--- config.mk ---
export PLATFORM = sky130hd
export DESIGN_NAME = calrec_eval
export DESIGN_NICKNAME = d
export VERILOG_FILES = /design/src/hw/rtl/calrec_pkg.sv /design/src/hw/rtl/calrec_eval.sv
export SDC_FILE = /design/constraint.sdc
export NUM_CORES = 1
export LEC_CHECK = 0
export ABC_CLOCK_PERIOD_IN_PS = 2500
export BUFFER_PORTS_ARGS = -buffer_cell sky130_fd_sc_hd__buf_4
export CORE_AREA = 2 2 176 178
export DETAILED_ROUTE_END_ITERATION = 12
export DIE_AREA = 0 0 178 180
export GPL_TIMING_DRIVEN = 0
export PLACE_DENSITY = 0.39
export SLEW_MARGIN = 15
export SYNTH_ARGS = -nofsm -noshare
export SYNTH_HDL_FRONTEND = slang
export SYNTH_SLANG_ARGS = --single-unit
--- constraint.sdc ---
create_clock -name vclk -period 2.5
set_input_delay 0.5 -clock vclk [all_inputs]
set_output_delay 0.5 -clock vclk [all_outputs]
set_load 0.05 [all_outputs]
--- src/hw/rtl/calrec_pkg.sv ---
// Types, constants and the CRC-32 word update for the calibration record checker.
// No dependencies; imported by calrec_eval, calibration_record_checker and calrec_checker.
`default_nettype none

package calrec_pkg;

  localparam int IN_DATA_W  = 32;
  localparam int OUT_DATA_W = 152;
  localparam int CFG_IDX_W  = 2;
  localparam int CFG_DATA_W = 16;
  localparam int HELD_DEPTH = 6;
  localparam int CNT_W      = 3;

  localparam logic [31:0] REC_MAGIC   = 32'h5946_4F43;
  localparam logic [31:0] CRC_POLY    = 32'hEDB8_8320;
  localparam logic [31:0] CRC_INIT    = 32'hFFFF_FFFF;
  localparam logic [15:0] VERSION_ONE = 16'd1;
  localparam logic [15:0] VERSION_TWO = 16'd2;
  localparam logic [15:0] DIR_POS     = 16'h0001;
  localparam logic [15:0] DIR_NEG     = 16'hFFFF;

  localparam logic [CNT_W-1:0] FIRST_IDX = 3'd0;
  localparam logic [CNT_W-1:0] LAST_IDX  = 3'd7;

  localparam logic [CFG_IDX_W-1:0] REG_PP_MIN  = 2'd0;
  localparam logic [CFG_IDX_W-1:0] REG_PP_MAX  = 2'd1;
  localparam logic [CFG_IDX_W-1:0] REG_NID_MIN = 2'd2;
  localparam logic [CFG_IDX_W-1:0] REG_NID_MAX = 2'd3;

  typedef struct packed {
    logic [15:0] pp_min;
    logic [15:0] pp_max;
    logic [7:0]  nid_min;
    logic [7:0]  nid_max;
  } calrec_cfg_t;

  // words 1..6 of the record
  typedef logic [HELD_DEPTH-1:0][31:0] calrec_held_t;

  typedef struct packed {
    logic              record_ok;
    logic [7:0]        pair_count;
    logic signed [7:0] encoder_sense;
    logic signed [7:0] loop_sense;
    logic [31:0]       offset_bits;
    logic [7:0]        node_number;
    logic              gains_valid;
    logic [15:0]       velocity_kp;
    logic [15:0]       velocity_ki;
    logic [15:0]       position_kp;
    logic [15:0]       position_ki;
    logic [15:0]       position_kd;
  } calrec_result_t;

  // Reflected CRC-32 over one little-endian word; reduces to an XOR network.
  function automatic logic [31:0] crc32_word(input logic [31:0] crc, input logic [31:0] word);
    logic [31:0] c;
    c = crc ^ word;
    for (int b = 0; b < 32; b++) begin
      c = (c >> 1) ^ (CRC_POLY & {32{c[0]}});
    end
    return c;
  endfunction

endpackage

`default_nettype wire

--- src/hw/rtl/calrec_eval.sv ---
// Record evaluation: field unpacking, CRC compare, range and direction checks.
// Depends on calrec_pkg; instantiated by calibration_record_checker.
`default_nettype none

module calrec_eval
  import calrec_pkg::*;
(
  input  calrec_held_t   held,
  input  logic [31:0]    crc_word_in,
  input  logic [31:0]    crc_acc,
  input  logic           magic_ok,
  input  calrec_cfg_t    cfg,
  output calrec_result_t res
);

  logic [15:0] version;
  logic [15:0] pp;
  logic [15:0] enc_dir;
  logic [15:0] loop_dir;
  logic [7:0]  nid;
  logic        gains;
  logic        version_ok;
  logic        crc_ok;
  logic        pp_ok;
  logic        dir_ok;

  always_comb begin
    version    = held[0][15:0];
    pp         = held[0][31:16];
    enc_dir    = held[1][15:0];
    loop_dir   = held[1][31:16];
    nid        = held[3][7:0];
    gains      = (version >= VERSION_TWO);
    version_ok = (version == VERSION_ONE) || (version == VERSION_TWO);
    crc_ok     = (~crc_acc == crc_word_in);
    pp_ok      = (pp >= cfg.pp_min) && (pp <= cfg.pp_max);
    dir_ok     = ((enc_dir == DIR_POS) || (enc_dir == DIR_NEG)) &&
                 ((loop_dir == DIR_POS) || (loop_dir == DIR_NEG));

    res.record_ok     = magic_ok && version_ok && crc_ok && pp_ok && dir_ok;
    res.pair_count    = pp[7:0];
    res.encoder_sense = enc_dir[7:0];
    res.loop_sense    = loop_dir[7:0];
    res.offset_bits   = held[2];
    res.node_number   = ((nid >= cfg.nid_min) && (nid <= cfg.nid_max)) ? nid : 8'd0;
    res.gains_valid   = gains & held[3][8];
    res.velocity_kp   = gains ? held[4][15:0]  : 16'd0;
    res.velocity_ki   = gains ? held[4][31:16] : 16'd0;
    res.position_kp   = gains ? held[5][15:0]  : 16'd0;
    res.position_ki   = gains ? held[5][31:16] : 16'd0;
    res.position_kd   = gains ? held[3][31:16] : 16'd0;
  end

endmodule

`default_nettype wire

======== Word level (Yosys, flattened, before mapping) ========
Index checks and enable logic that the tools add are counted.
storage, ports and cells
  output and inout port bits .............. 146
  bits in read-only memories .............. 0
  latch bits .............................. 0
  memories ................................ 0
  bits of input ports ..................... 305
  flip-flop bits (word level) ............. 0
  bits in writable memories ............... 0
  logic and storage cells ................. 30
operators by class
  bitwise gates (word level) .............. 2
  reduce and logical (&&, ||, !) cells .... 10
  add/sub/neg operators ................... 0
  div/mod/pow operators ................... 0
  order comparisons ....................... 5
  shift-type cells ........................ 0
  mux-type cells .......................... 6
  $mul .................................... 0
  eq/ne operators ......................... 7
operators by type and width
  kind                  number
  $mux 16               5
  $eq 16x1->1 const B   3
  $eq 16x16->1 const B  2
  $eq 32x32->1          1
  $not 32->32           1
  $eq 16x2->1 const B   1
  $ge 16x16->1          1
  $ge 16x2->1 const B   1
  $le 16x16->1          1
  $ge 8x8->1            1
  $le 8x8->1            1
  $mux 8                1
  $logic_and 1x1->1     7
  $logic_or 1x1->1      3
  $and 1x1->1           1

======== Longest topological paths before layout ========
  depth after elaboration ................. 6
  depth in mapped cells ................... 8
  gate-level depth less buffers ........... 8

======== Worst setup path after synthesis ========
OpenSTA, ideal clock, no wires.
  path kind ............................... input-to-output
  start ................................... input cfg[17] (netlist bit)
  end ..................................... output res[145] (netlist bit)
  data required time ...................... 2.000 ns
  setup slack ............................. -0.525 ns
  buffers on the path ..................... 0
  arrival ................................. 2.525 ns
  stages on the path ...................... 8
  path through ............................ inv_1 ha_1 nor2b_1 o211ai_2 a21oi_1 a211o_1 a2111o_1 a211oi_2
RTL lines
  what             RTL line           source
  start, declared  calrec_eval.sv:12  input calrec_cfg_t cfg,
  end, declared    calrec_eval.sv:13  output calrec_result_t res

==> results_dict.tcl <==
set metrics [dict create \
    holdPathStages 2 \
    crit_fanout 1 \
    nNetsFinal 1155 \
    yosysSeqAreaShare_pct 0 \
    core_area_mm2 0.03019 \
    dr.pass1.iters 4 \
    yosysWarnings 0 \
    seq_cells 0 \
    min_to "res[96]" \
    place_congestion 0.7663 \
    slew_violations 0 \
    synth_cell_types 35 \
    drtIter0Drc 64 \
    cp.arrival_ns 2.29 \
    via_per_inst 3.383 \
    ys_top_cells_by_area "ha_1 (22%), nor2b_1 (19%), buf_4 (15%), xnor2_1 (8.9%), inv_1 (6.3%)" \
    rows 64 \
    seq_area_um2 0 \
    grt_pass1_wl_um 26280 \
    rsz0062_at_grt "true" \
    worst_slew_pin_slew_ns 0.7721 \
    die_h_um 180 \
    syn2layout_area_growth_pct 148.5 \
    cap_violations 0 \
    setup.worst_path.end_class "output port" \
    grt_max_degree 11 \
    irDropWorstVdd_v 0.00009747 \
    min-delay-start "held[71]" \
    start_util_pct 9.151 \
    vias 4053 \
    die_area_mm2 0.03204 \
    cp-start-kind "input pin" \
    dp_hpwl_um 17780 \
    hold_class "input pin to output port" \
    synthesis.instances 384 \
    wirelength_um 18520 \
    grt_pass1_vias 4300 \
    final.period_utilization_pct 111.4 \
    clkbuf_count 0 \
    p_per_area_mw_per_mm2 217.6 \
    fmax_mhz 359.0 \
    crit_type "input pin to output port" \
    crit_required_ns 2.00 \
    syn_area_per_cell_um2 7.194 \
    fin_crit_ns 2.786 \
    finalHoldViolations 0 \
    whs_ns 1.254 \
    yosysTopAreaCellShare_pct 21.74 \
    gr-total-overflow 0 \
    antenna_found_initial 2 \
    fillers 3367 \
    dieWidth_um 178 \
    drcViolationCount 0 \
    netlist_area_mm2 0.002763 \
    wl_per_cell_um 15.46 \
    setup_viol 1 \
    pin_count 451 \
    total_power_w 0.001494 \
    final_antenna_net_count 0 \
    final_core_util_pct 22.74 \
    portBuffers 412 \
    drive_gt1_share_pct 65.75 \
    yosysTopAreaCell "ha_1" \
    layout_setup_ws_ns -0.2858 \
    slew_headroom_pct 48.16 \
    p_leak_nw 3.596 \
    violations "setup timing" \
    ctsHoldBuffers 0 \
    status "finished, violations left" \
    grt_usage_pct 10.85 \
    syn-num-nets 737 \
]
-- layout make-up --
| type | instances | area, um^2 | area share (%) |
|---|---|---|---|
| Antenna cell | 2 | 5.005 | 0.07290 |
| Buffer | 64 | 488.0 | 7.108 |
| Inverter | 46 | 187.7 | 2.734 |
| Multi-Input combinational cell | 274 | 2445 | 35.61 |
| Tap cell | 396 | 495.5 | 7.217 |
| Timing Repair Buffer | 416 | 3244 | 47.26 |
-- cells by family (layout without fill, tap and decap cells) --
kind of cell | Yosys count | in the layout | synth area share (%)
other cells | 0 | 2 | 0
xor+xnor | 33 | 33 | 10.46
buf+inv | 110 | 526 | 22.55
fa+ha+maj | 48 | 48 | 21.74
simple gates | 154 | 154 | 35.14
compound gates | 39 | 39 | 10.10
-- cells in the final DEF, fill, tap and decap left out, drive strengths merged, types with 4 or more instances in the layout --
cell type and count:
nor2 8, a21oi 13, xnor2 28, xor2 5, nor4 16, nor2b 84
inv 46, buf 480, and2 8, nand3 4, nand4 24, ha 48
a21o 12
-- timing repair --
item                       in CTS  in global routing
buffers inserted                3                  1
resized for setup              56                 51
pin swaps                      17                 16
setup endpoints to repair      90                 89
-- worst max path at each step --
stage,startpoint,to,depth (start not counted)
global route,held[49],res[145],7
global placement,crc_acc[18],res[145],8
CTS,crc_acc[7],res[145],8
detailed placement,crc_acc[18],res[145],8
finish,crc_acc[7],res[145],8
floorplan,cfg[17],res[145],8
-- cell usage after synthesis (2+ instances only) --
cell type and n:
a21oi_1 13, a211oi_1 2, nor4_1 14, xnor2_1 28
nor2b_1 84, and2_1 8, buf_4 56, a21o_1 12
xor2_1 5, nor4b_1 2, ha_1 48, nand4_1 23
nor2_1 8, inv_1 46, clkbuf_1 8, nand2b_1 3
nand3_1 4, o31ai_1 2, nand2_1 2
-- layer usage --
layer  vias to the layer above  GRT usage, %  share of wire [%]
li1                       2076             -                  -
met1                      1763         10.88                 33
met2                       206         21.77                 55
met3                         8         3.807                 11
met4                         0        0.9180                1.1
met5                         -             0                  0
-- per-stage QoR --
stage | instance area (um^2) | worst slack [ns] | setup TNS, ns | instances
after floorplan | 2803 | -0.2047 | -0.2047 | 384
after CTS | 6694 | -0.3153 | -0.7580 | 1195
after global placement | 6391 | -0.8605 | -50.09 | 1192
final | 6865 | -0.2858 | -0.2858 | 1198
after detailed placement | 6391 | -0.8470 | -50.92 | 1192
after global routing | 6860 | -0.3620 | -0.9797 | 1196
-- critical path: stages --
cell	delay (ns)
buf_4	0.12
xnor2_2	0.14
nor4_4	0.38
nand4_1	0.25
nor3_4	0.26
nand4_1	0.19
a211oi_4	0.25
buf_6	0.19
-- where the power goes --
part | total [W] | switching [W] | internal [W]
Combinational | 0.00149 | 0.000807 | 0.000687
Clock | 0.000000000107 | 0 | 0.000000000107
Sequential | 0 | 0 | 0
Total | 0.00149 | 0.000807 | 0.000687
Note: power is estimated with default switching activity, not from simulation.
